**src/design/rbfp_pkg.sv**
```systemverilog
// Shared constants, result type and event decoding for the response box frame parser.
package rbfp_pkg;

   localparam logic [7:0] LEAD_CLOCK     = 8'd89;
   localparam logic [7:0] LEAD_MODE      = 8'd69;
   localparam logic [7:0] LEAD_SINGLE    = 8'd101;
   localparam logic [7:0] CODE_LIGHT     = 8'd48;
   localparam logic [7:0] CODE_SOUND     = 8'd97;
   localparam logic [7:0] CODE_AUX       = 8'd98;
   localparam logic [7:0] CODE_TIME      = 8'd57;
   localparam logic [7:0] CODE_ASCII_ONE = 8'd49;
   localparam logic [7:0] CODE_ASCII_END = 8'd56;
   localparam logic [7:0] CODE_RAW_LAST  = 8'd7;

   localparam logic [7:0] MODE_RESET = 8'd63;

   localparam logic [2:0] POS_IDLE = 3'd0;
   localparam logic [2:0] POS_LEAD = 3'd1;
   localparam logic [2:0] POS_FIRST_LAST = 3'd3;
   localparam logic [2:0] POS_FRAME_LAST = 3'd6;

   localparam logic [2:0] KIND_CLOCK  = 3'd0;
   localparam logic [2:0] KIND_BUTTON = 3'd1;
   localparam logic [2:0] KIND_LIGHT  = 3'd2;
   localparam logic [2:0] KIND_SOUND  = 3'd3;
   localparam logic [2:0] KIND_AUX    = 3'd4;
   localparam logic [2:0] KIND_TIME   = 3'd5;
   localparam logic [2:0] KIND_RESEND = 3'd6;

   typedef struct packed {
      logic [2:0]  result_kind;
      logic [1:0]  button_number;
      logic        button_level;
      logic [23:0] stamp_first;
      logic [23:0] stamp_second;
      logic [7:0]  resend_mode;
   } result_type;

   typedef struct packed {
      logic       known;
      logic [2:0] kind;
      logic [1:0] button_number;
      logic       button_level;
   } event_type;

   // Decode the lead byte of a completed seven-byte frame.
   function automatic event_type classify(input logic [7:0] lead);
      event_type  ev;
      logic [7:0] code;
      ev   = '0;
      code = lead;
      if (lead >= CODE_ASCII_ONE && lead <= CODE_ASCII_END) begin
         code = lead - CODE_ASCII_ONE;
      end
      if (lead == LEAD_CLOCK) begin
         ev.known = 1'b1;
         ev.kind  = KIND_CLOCK;
      end else if (code <= CODE_RAW_LAST) begin
         ev.known         = 1'b1;
         ev.kind          = KIND_BUTTON;
         ev.button_number = code[2:1];
         ev.button_level  = ~code[0];
      end else if (code == CODE_LIGHT) begin
         ev.known = 1'b1;
         ev.kind  = KIND_LIGHT;
      end else if (code == CODE_SOUND) begin
         ev.known = 1'b1;
         ev.kind  = KIND_SOUND;
      end else if (code == CODE_AUX) begin
         ev.known = 1'b1;
         ev.kind  = KIND_AUX;
      end else if (code == CODE_TIME) begin
         ev.known = 1'b1;
         ev.kind  = KIND_TIME;
      end
      return ev;
   endfunction

endpackage

```
**src/design/response_box_frame_parser_core.sv**
```systemverilog
// Top level of the response box frame parser: byte framing, event decode and output buffer.
//
// Bytes arrive one per transaction and are parsed at one byte per cycle while req_stall
// is low: each accepted byte passes through a single stage of position counter, stamp
// shift and lead-code decode into the result register, or into the skid register when a
// stalled result holds the result register. Lead 101 is a one-byte frame, lead 69 a
// two-byte mode report that yields a resend request when the mode byte differs from
// csr_write_data last written (reset 63), and any other lead a seven-byte frame whose two
// 24-bit big-endian stamps come with the event. Unknown codes and matching modes give no
// result. A two-entry output buffer (result register plus skid register) keeps input
// flowing while a result waits; req_stall is raised only while both entries are full.
module response_box_frame_parser_core (
   input  logic        clock,
   input  logic        reset,
   input  logic        req_valid,
   output logic        req_stall,
   input  logic [7:0]  req_rx_byte,
   output logic        rsp_valid,
   input  logic        rsp_stall,
   output logic [2:0]  rsp_result_kind,
   output logic [1:0]  rsp_button_number,
   output logic        rsp_button_level,
   output logic [23:0] rsp_stamp_first,
   output logic [23:0] rsp_stamp_second,
   output logic [7:0]  rsp_resend_mode,
   input  logic        csr_write_enable,
   input  logic [7:0]  csr_write_data
);

   logic [7:0]  mode_ff, mode_in;
   logic [2:0]  pos_ff, pos_in;
   logic [7:0]  lead_ff, lead_in;
   logic [23:0] first_ff, first_in;
   logic [23:0] second_ff, second_in;

   logic                rsp_valid_ff, rsp_valid_in;
   rbfp_pkg::result_type rsp_data_ff, rsp_data_in;
   logic                skid_valid_ff, skid_valid_in;
   rbfp_pkg::result_type skid_data_ff, skid_data_in;

   logic                 req_accept;
   logic                 rsp_take;
   logic                 new_valid;
   rbfp_pkg::result_type new_data;
   rbfp_pkg::event_type  ev;

   assign req_stall  = skid_valid_ff;
   assign req_accept = req_valid && !skid_valid_ff;
   assign rsp_take   = rsp_valid_ff && !rsp_stall;

   assign ev = rbfp_pkg::classify(lead_ff);

   // Framing and decode for one byte
   always_comb begin
      mode_in   = csr_write_enable ? csr_write_data : mode_ff;
      pos_in    = pos_ff;
      lead_in   = lead_ff;
      first_in  = first_ff;
      second_in = second_ff;
      new_valid = 1'b0;
      new_data  = '0;
      if (req_accept) begin
         if (pos_ff == rbfp_pkg::POS_IDLE) begin
            lead_in   = req_rx_byte;
            first_in  = '0;
            second_in = '0;
            pos_in    = (req_rx_byte != rbfp_pkg::LEAD_SINGLE) ? rbfp_pkg::POS_LEAD
                                                               : rbfp_pkg::POS_IDLE;
         end else if (lead_ff == rbfp_pkg::LEAD_MODE) begin
            pos_in = rbfp_pkg::POS_IDLE;
            if (req_rx_byte != mode_ff) begin
               new_valid            = 1'b1;
               new_data.result_kind = rbfp_pkg::KIND_RESEND;
               new_data.resend_mode = mode_ff;
            end
         end else begin
            if (pos_ff <= rbfp_pkg::POS_FIRST_LAST) begin
               first_in = {first_ff[15:0], req_rx_byte};
            end else begin
               second_in = {second_ff[15:0], req_rx_byte};
            end
            if (pos_ff == rbfp_pkg::POS_FRAME_LAST) begin
               pos_in                 = rbfp_pkg::POS_IDLE;
               new_valid              = ev.known;
               new_data.result_kind   = ev.kind;
               new_data.button_number = ev.button_number;
               new_data.button_level  = ev.button_level;
               new_data.stamp_first   = first_in;
               new_data.stamp_second  = second_in;
            end else begin
               pos_in = pos_ff + 3'd1;
            end
         end
      end
   end

   // Output buffer: result register with a skid entry behind it
   always_comb begin
      rsp_valid_in  = rsp_valid_ff;
      rsp_data_in   = rsp_data_ff;
      skid_valid_in = skid_valid_ff;
      skid_data_in  = skid_data_ff;
      if (rsp_take && skid_valid_ff) begin
         rsp_data_in   = skid_data_ff;
         skid_valid_in = 1'b0;
      end else if (new_valid && (!rsp_valid_ff || rsp_take)) begin
         rsp_valid_in = 1'b1;
         rsp_data_in  = new_data;
      end else if (new_valid) begin
         skid_valid_in = 1'b1;
         skid_data_in  = new_data;
      end else if (rsp_take) begin
         rsp_valid_in = 1'b0;
      end
   end

   always_ff @(posedge clock) begin
      if (reset) begin
         mode_ff       <= rbfp_pkg::MODE_RESET;
         pos_ff        <= rbfp_pkg::POS_IDLE;
         lead_ff       <= '0;
         first_ff      <= '0;
         second_ff     <= '0;
         rsp_valid_ff  <= 1'b0;
         skid_valid_ff <= 1'b0;
      end else begin
         mode_ff       <= mode_in;
         pos_ff        <= pos_in;
         lead_ff       <= lead_in;
         first_ff      <= first_in;
         second_ff     <= second_in;
         rsp_valid_ff  <= rsp_valid_in;
         skid_valid_ff <= skid_valid_in;
      end
   end

   always_ff @(posedge clock) begin
      rsp_data_ff  <= rsp_data_in;
      skid_data_ff <= skid_data_in;
   end

   assign rsp_valid         = rsp_valid_ff;
   assign rsp_result_kind   = rsp_data_ff.result_kind;
   assign rsp_button_number = rsp_data_ff.button_number;
   assign rsp_button_level  = rsp_data_ff.button_level;
   assign rsp_stamp_first   = rsp_data_ff.stamp_first;
   assign rsp_stamp_second  = rsp_data_ff.stamp_second;
   assign rsp_resend_mode   = rsp_data_ff.resend_mode;

   a_skid_behind_rsp : assert property (@(posedge clock) disable iff (reset)
      skid_valid_ff |-> rsp_valid_ff)
      else $error("skid entry held while result register empty");

   a_skid_fill : assert property (@(posedge clock) disable iff (reset)
      $rose(skid_valid_ff) |-> $past(rsp_valid_ff && rsp_stall))
      else $error("skid entry filled without a stalled result");

   a_pos_range : assert property (@(posedge clock) disable iff (reset)
      pos_ff <= rbfp_pkg::POS_FRAME_LAST)
      else $error("byte position beyond frame end");

   a_mode_frame_short : assert property (@(posedge clock) disable iff (reset)
      (pos_ff != rbfp_pkg::POS_IDLE && lead_ff == rbfp_pkg::LEAD_MODE)
         |-> pos_ff == rbfp_pkg::POS_LEAD)
      else $error("mode report frame longer than two bytes");

endmodule
```
**config.mk**
```make
export PLATFORM = sky130hd
export DESIGN_NAME = response_box_frame_parser_core
export DESIGN_NICKNAME = d
export VERILOG_FILES = /design/src/design/rbfp_pkg.sv /design/src/design/response_box_frame_parser_core.sv
export SDC_FILE = /design/constraint.sdc
export NUM_CORES = 1
export LEC_CHECK = 0
export BUFFER_PORTS_ARGS = -buffer_cell sky130_fd_sc_hd__buf_2
export CAP_MARGIN = 15
export CORE_ASPECT_RATIO = 1.25
export CORE_MARGIN = 5
export CORE_UTILIZATION = 53
export CTS_CLUSTER_DIAMETER = 80
export DETAILED_ROUTE_END_ITERATION = 16
export PLACE_DENSITY = 0.87
export REMOVE_ABC_BUFFERS = 1
export SYNTH_ARGS = -nofsm -noshare
export SYNTH_HDL_FRONTEND = slang
export SYNTH_SLANG_ARGS = --single-unit
export TNS_END_PERCENT = 20
```
**constraint.sdc**
```tcl
create_clock -name clock -period 5.4 [get_ports clock]
set_input_delay 1.08 -clock clock [delete_from_list [all_inputs] [get_ports clock]]
set_output_delay 1.08 -clock clock [all_outputs]
set_load 0.005 [all_outputs]
```
==> results of run 1 <==
logic make-up after synthesis:
kind of cell	Yosys count	synth area share, %
AND/OR/NAND/NOR	199	11.8
flip-flops	193	62.3
AO/OA/AOI/OAI	168	15.0
buffers and inverters	54	2.93
multiplexers	51	6.38
XOR/XNOR	11	1.18
adder cells (fa/ha/maj)	3	0.458
power by group:
| group | switching, mW | leakage (nW) | total (mW) | internal [mW] |
|---|---|---|---|---|
| Combinational | 0.0916 | 1.73 | 0.145 | 0.0530 |
| Sequential | 0.0199 | 1.70 | 1.58 | 1.56 |
| Clock | 0.565 | 0.288 | 1.22 | 0.653 |
| Total | 0.677 | 3.72 | 2.95 | 2.27 |
per-stage QoR:
stage	utilization (%)	TNS [ns]	cell area (µm²)	instances	setup slack, ns
finish	62.2	0	9380	968	1.48
global route	62.2	0	9380	968	1.18
CTS	62.2	0	9380	968	1.46
global placement	58.3	0	8790	936	1.56
floorplan	-	-5.29	7990	634	-0.0854
detailed placement	58.3	0	8790	936	1.46
layout make-up:
type	count	area [µm²]	share of cell area, %
clock buffers	21	472	5.03
inverters	9	33.8	0.360
well taps	208	260	2.77
clock inverters	11	114	1.21
flip-flops and latches	193	5100	54.4
multi-input cells	432	2900	30.9
repair buffers	94	495	5.28
sequential cells by signal, summed over array words and instances (netlist names), 2 cells and up:
register and count:
mode_ff 8, rsp_button_number 2, rsp_resend_mode 8, pos_ff 3, first_ff 24, second_ff 24, skid_data_ff 62, lead_ff 8
rsp_stamp_second 24, rsp_stamp_first 24, rsp_result_kind 3
worst max path at each step:
stage,startpoint,endpoint,cells after the start
finish,lead_ff[1],rsp_resend_mode[5],10
global route,lead_ff[1],rsp_resend_mode[1],10
CTS,lead_ff[1],rsp_resend_mode[5],10
detailed placement,lead_ff[1],rsp_stamp_second[1],10
global placement,lead_ff[1],rsp_stamp_second[0],10
floorplan,lead_ff[1],rsp_button_level,9
worst register-to-register path, cell delays in order, from the launching register on:
cell and delay, ns:
dfxtp_1 0.36, inv_1 0.17, ha_1 0.41, nor2b_1 0.32
a211oi_1 0.13, o41a_1 0.38, o31a_1 0.31, o21ai_0 0.10
a22oi_1 0.23, a21boi_4 0.53, buf_4 0.60
synth_stat cells (2+ instances only):
library cell | instances | area [µm²]
nand2_1 | 29 | 109
ha_1 | 3 | 37.5
nor2_1 | 113 | 424
a21o_1 | 63 | 473
mux2i_1 | 50 | 500
clkbuf_1 | 22 | 82.6
a211o_1 | 6 | 52.6
or4_1 | 2 | 15.0
and2_1 | 12 | 75.1
nor3_1 | 7 | 35.0
inv_1 | 9 | 33.8
nor4_1 | 3 | 18.8
a31oi_1 | 2 | 12.5
edfxtp_1 | 124 | 3720
a21oi_1 | 20 | 100
a211oi_1 | 2 | 15.0
dfxtp_1 | 69 | 1380
nor3b_1 | 2 | 15.0
nand2b_1 | 2 | 12.5
xnor2_1 | 3 | 26.3
a22oi_1 | 49 | 368
a32oi_1 | 2 | 17.5
buf_2 | 18 | 90.1
xor2_1 | 8 | 70.1
nand3_1 | 3 | 15.0
nor2b_1 | 10 | 62.6
o2111ai_1 | 2 | 17.5
nand3b_1 | 2 | 15.0
o21ai_0 | 8 | 40.0
o211ai_1 | 2 | 15.0
buf_4 | 4 | 30.0
metal layers:
| metal | global-route usage (%) | vias up | wire length (µm) |
|---|---|---|---|
| li1 | - | 2635 | - |
| met1 | 24.1 | 2684 | 6890 |
| met2 | 32.6 | 175 | 8490 |
| met3 | 3.45 | 31 | 918 |
| met4 | 6.67 | 0 | 368 |
| met5 | 0 | - | 0 |
==> metrics, run 1 <==
status=finished clean; Max Cap Violations=0; Die W=121 µm; Hold Crit Endpoint=first_ff[19]; CTS Hold Buffers Added=0; largest net degree at the start of global routing=63; Area Overhead vs Synth=14.4%; total CTS buffers=17; Synth Flop Type=edfxtp_1; routability cong.=0.837; Die Y=149 µm; Total Wirelength=16700 µm; worst setup path class=flop to flop; IO Count=85; Initial Util=around 54%; Slew Viols, Final=0; CP max-delay cell=buf_4; first-pass GRT wire length=27200 µm; Hold Violations, Final=0; hold depth=2; number of setup violations in the final report=0; pwr dens=approximately 310 nW/µm²; worst min path class=flop to flop; Crit. End Element=flop; sequential share of the synthesized area=a little over 60%; slew margin rel.=45.4%; RSZ-0062 raised after global routing=false; gr usage total=about a fifth; Hold WS=0.505 ns; Worst EP arrival=3.98 ns; via count=5525; total power=2.95 mW; beginning of the worst hold path=first_ff[19]; critical path peak fanout=48; n_diodes=0; setup bufs post-CTS=0; CP Launch Type=flop; CP max stage delay=around 0.6 ns; total gr overflow=0; die area=18100 µm²; initial drt markers=595; CTS Sinks=slightly below 200; flop2flop setup slack=1.48 ns; layout cells sized above 1=18.7%; insertion delay to the later sink of the worst-skew pair=around 0.42 ns; path depth of the worst reg2reg path=10; Static Leak=~3.7 nW; final period utilization=72.6%; worst-margin pin slew=0.817 ns; H-tree level count=4; post-route ant nets=0; Bufs and invs on worst path=2; row count=50; CORE AREA=15100 µm²; clock root buffer=clkbuf_16; delay-heaviest family, CP=compound AO/OA/AOI/OAI gates; drt via density=between 5 and 6; skew final=between 0.01 and 0.015 ns; Max Freq=255 MHz; critical-path cell list=inv_1 > ha_1 > nor2b_1 > a211oi_1 > o41a_1 > o31a_1 > o21ai_0 > a22oi_1 > a21boi_4 > buf_4; min cycle time layout=3.92 ns; count of different cell masters after synthesis=59; Synth async-reset ratio=0%; Avg Cell Area, Syn=12.1 µm²; VDD IR-drop max=approximately 0.25 mV; antenna violations before repair=0; most frequent cells in the layout=124 x edfxtp_1, 111 x nor2_1, 84 x buf_2, 69 x dfxtp_1, 63 x a21o_1; DRC violations left=0; clk slew on worst S/H paths=around 0.070 ns; I/O Buffers=84; DP HPWL=10700 µm; Synth Register Bits=about 190; Post-synth EDFFs=124; Post-Synthesis Cells=679; CTS tree=built; Reg2Reg Launch Point=lead_ff[1]; Post-Syn Area=8200 µm²; Bufs on Longest Clock Path=2; synth warn=0; CP Data Required Time=5.46 ns; Pre-Repair DR Iteration Count=5; # fillers=1109; Total Nets Final=between 700 and 800; Wirelength per Cell=17.2 µm; commonest non-fill, non-tap cell in the layout=edfxtp_1; FF-to-FF End=rsp_resend_mode[5]; CTS-repair resized insts=0; vias in the first global route=about 5300
(Power assumes the default switching activity.)
==> run 2, diff against run 1 <==
--- a/config.mk
+++ b/config.mk
@@ -9,10 +9,10 @@
 export CAP_MARGIN = 15
 export CORE_ASPECT_RATIO = 1.25
 export CORE_MARGIN = 5
-export CORE_UTILIZATION = 53
+export CORE_UTILIZATION = 59
 export CTS_CLUSTER_DIAMETER = 80
 export DETAILED_ROUTE_END_ITERATION = 16
-export PLACE_DENSITY = 0.87
+export PLACE_DENSITY = 0.91
 export REMOVE_ABC_BUFFERS = 1
 export SYNTH_ARGS = -nofsm -noshare
 export SYNTH_HDL_FRONTEND = slang
==> constraint.sdc (replaced) <==
create_clock -name clock -period 3.9 [get_ports clock]
set_input_delay 0.78 -clock clock [delete_from_list [all_inputs] [get_ports clock]]
set_output_delay 0.78 -clock clock [all_outputs]
set_load 0.005 [all_outputs]
==> run 2 against run 1 <==
Against the previous run:
- total power is 36% higher
- sequential share of layout area is 0.20 points higher
- cell area is 0.37% lower
- non-clock buffer count is 2 higher
- critical path depth stayed put
- die area is 9.4% lower
- routed wire length is 6.7% higher
- clock-buffer cell count is 4 lower
- via count is 3.1% higher
- worst hold slack better by 0.0050 ns
==> metrics, run 2 (same netlist as run 1, synthesis figures left out) <==
clk slew on worst S/H paths=0.07 ns (about the same); status=finished clean; largest net degree at the start of global routing=63 (unchanged); critical-path cell list=inv_1 > ha_1 > nor2b_1 > a211oi_1 > o41a_1 > o31a_1 > o21ai_0 > a22oi_1 > a21boi_4 > buf_12; Total Nets Final=773 (+0.26%); gr usage total=22.2% (+3.3 points); insertion delay to the later sink of the worst-skew pair=0.43 ns (about the same); delay-heaviest family, CP=compound AO/OA/AOI/OAI gates; CTS-repair resized insts=0 (unchanged); CP max-delay cell=ha_1; initial drt markers=429 (-28%); routability cong.=0.903 (+7.8%); total power=4.01 mW (+36%); via count=5696 (+3.1%); VDD IR-drop max=0.292 mV (+18%); drt via density=6.08 (+6.5%); footprint of the multi-input gates=2900 µm² (unchanged); Worst EP arrival=3.48 ns (-0.50 ns); Hold Violations, Final=0 (unchanged); row count=48 (-4.0%); commonest non-fill, non-tap cell in the layout=edfxtp_1; I/O Buffers=84 (unchanged); RSZ-0062 raised after global routing=false; vias in the first global route=5485 (+4.0%); DP HPWL=11500 µm (+7.4%); # fillers=947 (-15%); first-pass GRT wire length=28400 µm (+4.5%); Initial Util=59.6% (+5.2 points); most frequent cells in the layout=124 x edfxtp_1, 111 x nor2_1, 84 x buf_2, 69 x dfxtp_1, 63 x a21o_1; Pre-Repair DR Iteration Count=5 (unchanged); critical path peak fanout=62 (+29%); setup bufs post-CTS=0 (unchanged); Largest register FFs=62 (unchanged); number of setup violations in the final report=0 (unchanged); worst setup path class=flop to flop; CTS Hold Buffers Added=0 (unchanged); Crit. End Element=flop; Bufs and invs on worst path=2 (unchanged); CTS Sinks=193 (unchanged); CORE AREA=13800 µm² (-8.8%); post-route setup slack=0.508 ns (-0.971 ns); skew final=0.00874 ns (-0.00132 ns); layout cells sized above 1=19.2% (+0.48 points); Max Cap Violations=0 (unchanged); Slew Viols, Final=0 (unchanged); Max Freq=295 MHz (+16%); n_diodes=0 (unchanged); CTS tree=built; die area=16400 µm² (-9.4%); DP Worst Slack=0.575 ns (-0.881 ns); post-route ant nets=0 (unchanged); area occupied by registers=5100 µm² (unchanged); CP Launch Type=flop; CP Data Required Time=3.99 ns (-1.47 ns); worst min path class=flop to flop; Wirelength per Cell=19.0 µm (+10%); total gr overflow=0 (unchanged); slew margin rel.=40.8% (-4.6 points); Die Y=142 µm (-4.9%); total CTS buffers=17 (unchanged); Total Wirelength=17800 µm (+6.7%); Die W=115 µm (-4.8%); min cycle time layout=3.39 ns (-0.529 ns); IO Count=85 (unchanged); Top reg by flops=skid_data_ff; flop2flop setup slack=0.51 ns (-0.97 ns); H-tree level count=4 (unchanged); Area Overhead vs Synth=14.0%; DRC violations left=0 (unchanged); clock root buffer=clkbuf_16; final period utilization=87.0% (+14 points); antenna violations before repair=0 (unchanged); CP max stage delay=0.40 ns (-0.20 ns); Setup TNS Final=0 ns (unchanged); pwr dens=430 nW/µm² (+37%); worst-margin pin slew=0.879 ns (+0.0624 ns); Static Leak=3.72 nW (-0.14%); Bufs on Longest Clock Path=2 (unchanged)
## run 2: cell count changes in the layout (fill, tap and decap cells not counted), moves of 2 or more
cell and delta:
clkinv_4 -2, clkbuf_1 -2, clkinvlp_4 +3, clkinv_2 +3, buf_12 +2
## run 2: final cells by class
type                       instances  area share, %
clock buffer                      17           4.55
clock inverter                    15           1.35
inverter                           9          0.361
multi-input combinational        432           31.0
sequential                       193           54.6
tap                              175           2.34
timing repair buffer              96           5.73
## run 2: worst paths after layout
check	start	to	depth (start not counted)
setup / recovery	lead_ff[1]	rsp_stamp_first[7]	10
hold / removal	first_ff[16]	first_ff[16]	2
setup reg to reg	lead_ff[1]	rsp_stamp_first[7]	10
hold reg to reg	first_ff[16]	first_ff[16]	2
## run 2: worst register-to-register path, delay by kind of cell (launching register included)
family,cells,cell delay (ns)
buffers and inverters,2,0.48
AND/OR/NAND/NOR,1,0.32
AO/OA/AOI/OAI,6,1.45
adder cells (fa/ha/maj),1,0.40
flip-flops,1,0.36
## run 2: routing by layer
layer  up-vias  routed length, µm  global-route usage [%]
met5         -                  0                       0
met4         0                484                    8.78
met3        33                878                    3.28
met2       209               9370                    38.4
met1      2820               7050                    28.0
li1       2634                  -                       -
## run 2: power by group
part	switching [mW]	internal [mW]
registers	0.0287	2.16
clock network	0.782	0.837
logic	0.128	0.0737
## run 2: stage by stage
step	std cells	instance area (µm²)	utilization (%)	hold WS, ns
global route	937	9350	67.9	0.538
detailed placement	905	8790	63.9	0.489
finish	937	9350	67.9	0.510
global placement	905	8790	63.9	0.478
CTS	937	9350	67.9	0.508
floorplan	634	7990	-	0.465
==> run 3, diff against run 2 <==
--- a/config.mk
+++ b/config.mk
@@ -7,12 +7,14 @@
 export LEC_CHECK = 0
 export BUFFER_PORTS_ARGS = -buffer_cell sky130_fd_sc_hd__buf_2
 export CAP_MARGIN = 15
+export CELL_PAD_IN_SITES_DETAIL_PLACEMENT = 1
+export CELL_PAD_IN_SITES_GLOBAL_PLACEMENT = 2
 export CORE_ASPECT_RATIO = 1.25
 export CORE_MARGIN = 5
-export CORE_UTILIZATION = 59
+export CORE_UTILIZATION = 40
 export CTS_CLUSTER_DIAMETER = 80
 export DETAILED_ROUTE_END_ITERATION = 16
-export PLACE_DENSITY = 0.91
+export PLACE_DENSITY = 0.9
 export REMOVE_ABC_BUFFERS = 1
 export SYNTH_ARGS = -nofsm -noshare
 export SYNTH_HDL_FRONTEND = slang
==> run 3 against run 2 <==
Against the previous run:
- sequential share of layout area fell by 0.93 points
- clock power rose by 7%
- routed wire length rose by 7.8%
- worst hold slack got worse by 0.0058 ns
- clock-buffer cell count rose by 2
- critical path type unchanged
- largest power group unchanged
==> metrics, run 3 (same netlist as run 1, synthesis figures left out) <==
critical-path cell list=inv_1 > ha_1 > nor2b_1 > a211oi_1 > o41a_1 > o31a_1 > o21ai_0 > a22oi_1 > a21boi_4 > buf_12; first-pass GRT wire length=31500 µm (+11%); antenna violations before repair=0 (unchanged); via count=5547 (-2.6%); number of setup violations in the final report=0 (unchanged); clock root buffer=clkbuf_16; total gr overflow=0 (unchanged); # fillers=2177 (+130%); CP Launch Type=flop; Power Internal=3.21 mW (+4.5%); clk slew on worst S/H paths=0.07 ns (about the same); DRC violations left=0 (unchanged); CORE AREA=20200 µm² (+47%); H-tree level count=4 (unchanged); Finished Core Util=47.1% (-21 points); die area=23500 µm² (+43%); flop2flop setup slack=0.51 ns (about the same); area occupied by registers=5100 µm² (unchanged); row count=58 (+21%); Pre-Repair DR Iteration Count=4 (-1); sw frac=22.5% (-0.95 points); RSZ-0062 raised after global routing=false; pwr dens=436 nW/µm² (+1.5%); post-route ant nets=0 (unchanged); total CTS buffers=17 (unchanged); P_sw=930 µW (-0.99%); skew final=0.0140 ns (+0.00528 ns); Max Freq=295 MHz (about the same); Max Cap Violations=0 (unchanged); CP max stage delay=0.40 ns (about the same); Total Wirelength=19200 µm (+7.8%); Finished Layout Cells=1032 (+10%); slew margin rel.=26.9% (-14 points); Worst EP arrival=3.48 ns (about the same); critical path peak fanout=62 (unchanged); Setup TNS Final=0 ns (unchanged); I/O Buffers=84 (unchanged); min cycle time layout=3.39 ns (-0.00217 ns); initial drt markers=246 (-43%); layout cells sized above 1=19.0% (-0.13 points); CTS Sinks=193 (unchanged); status=finished clean; Area Overhead vs Synth=16.0%; CP Data Required Time=3.99 ns (about the same); footprint of the multi-input gates=2900 µm² (unchanged); Clock Power Share=42.1% (+1.8 points); worst-margin pin slew=1.09 ns (+0.215 ns); Comb pwr share=5.0% (about the same); commonest non-fill, non-tap cell in the layout=edfxtp_1; Total Nets Final=773 (unchanged); insertion delay to the later sink of the worst-skew pair=0.43 ns (about the same); gr usage total=16.7% (-5.6 points); sequential power share=52.9% (-1.7 points); dpl cells=1000 (+10%); CP max-delay cell=o41a_1; Die W=138 µm (+20%); worst setup path class=flop to flop; worst min path class=flop to flop; Initial Util=40.6% (-19 points); Crit. End Element=flop; most frequent cells in the layout=124 x edfxtp_1, 111 x nor2_1, 84 x buf_2, 69 x dfxtp_1, 63 x a21o_1; drt via density=5.38 (-12%); CTS tree=built; DP HPWL=12900 µm (+12%); largest net degree at the start of global routing=63 (unchanged); routability cong.=0.779 (-14%); Die Y=170 µm (+20%); CTS-repair resized insts=0 (unchanged); vias in the first global route=5995 (+9.3%); Wirelength per Cell=18.6 µm (-2.1%); Top reg by flops=skid_data_ff; Slew Viols, Final=0 (unchanged); VDD IR-drop max=0.312 mV (+7.0%); fin area=9510 µm² (+1.7%); Post-DP Area=8910 µm² (+1.4%); Bufs on Longest Clock Path=2 (unchanged); final period utilization=86.9% (about the same); IO Count=85 (unchanged); n_diodes=0 (unchanged); Largest register FFs=62 (unchanged); CTS Hold Buffers Added=0 (unchanged); Static Leak=3.73 nW (+0.43%); setup bufs post-CTS=0 (unchanged); Hold Violations, Final=0 (unchanged)
run 3: cell count changes in the layout (fill, tap and decap cells not counted):
cell	previous run	this run
clkinv_2	3	1
clkbuf_8	0	1
inv_8	4	1
clkinv_4	2	3
bufinv_16	0	2
clkbuf_1	0	1
run 3: per-stage QoR:
stage	power [mW]	setup WS, ns	hold WS (ns)
6_report	4.14	0.510	0.504
3_5_place_dp	2.45	0.507	0.489
2_1_floorplan	2.36	-1.59	0.465
4_1_cts	4.18	0.499	0.509
3_3_place_gp	2.44	0.608	0.477
5_1_grt	4.31	0.231	0.542
run 3: power by group through the flow:
stage,clock [mW],combinational [mW],sequential (mW)
2_1_floorplan,0,0.132,2.23
3_3_place_gp,0,0.202,2.24
3_5_place_dp,0,0.207,2.24
4_1_cts,1.78,0.209,2.19
5_1_grt,1.89,0.228,2.20
6_report,1.74,0.207,2.19
run 3: area by class of cell:
class	count	share of cell area [%]
timing repair buffer	96	5.63
sequential	193	53.7
tap	270	3.55
inverter	9	0.355
multi-input combinational	432	30.5
clock inverter	13	1.59
clock buffer	19	4.66
run 3: worst max-delay path, delay by kind of cell, from the launching register on:
family | cells | cell delay [ns]
AO/OA/AOI/OAI | 6 | 1.42
flip-flops | 1 | 0.36
adder cells (fa/ha/maj) | 1 | 0.39
AND/OR/NAND/NOR | 1 | 0.32
buffers and inverters | 2 | 0.46
run 3: worst paths after layout:
kind | start | endpoint | cells after the start
min reg2reg | first_ff[16] | first_ff[16] | 2
max reg2reg | lead_ff[1] | rsp_result_kind[0] | 10
max | lead_ff[1] | rsp_result_kind[0] | 10
min | first_ff[16] | first_ff[16] | 2
run 3: layer usage:
| metal | global-route usage, % | routed length (µm) | vias up |
|---|---|---|---|
| li1 | - | - | 2640 |
| met1 | 19.6 | 8060 | 2782 |
| met2 | 30.7 | 10100 | 103 |
| met3 | 3.06 | 623 | 22 |
| met4 | 5.67 | 358 | 0 |
| met5 | 0 | 0 | - |
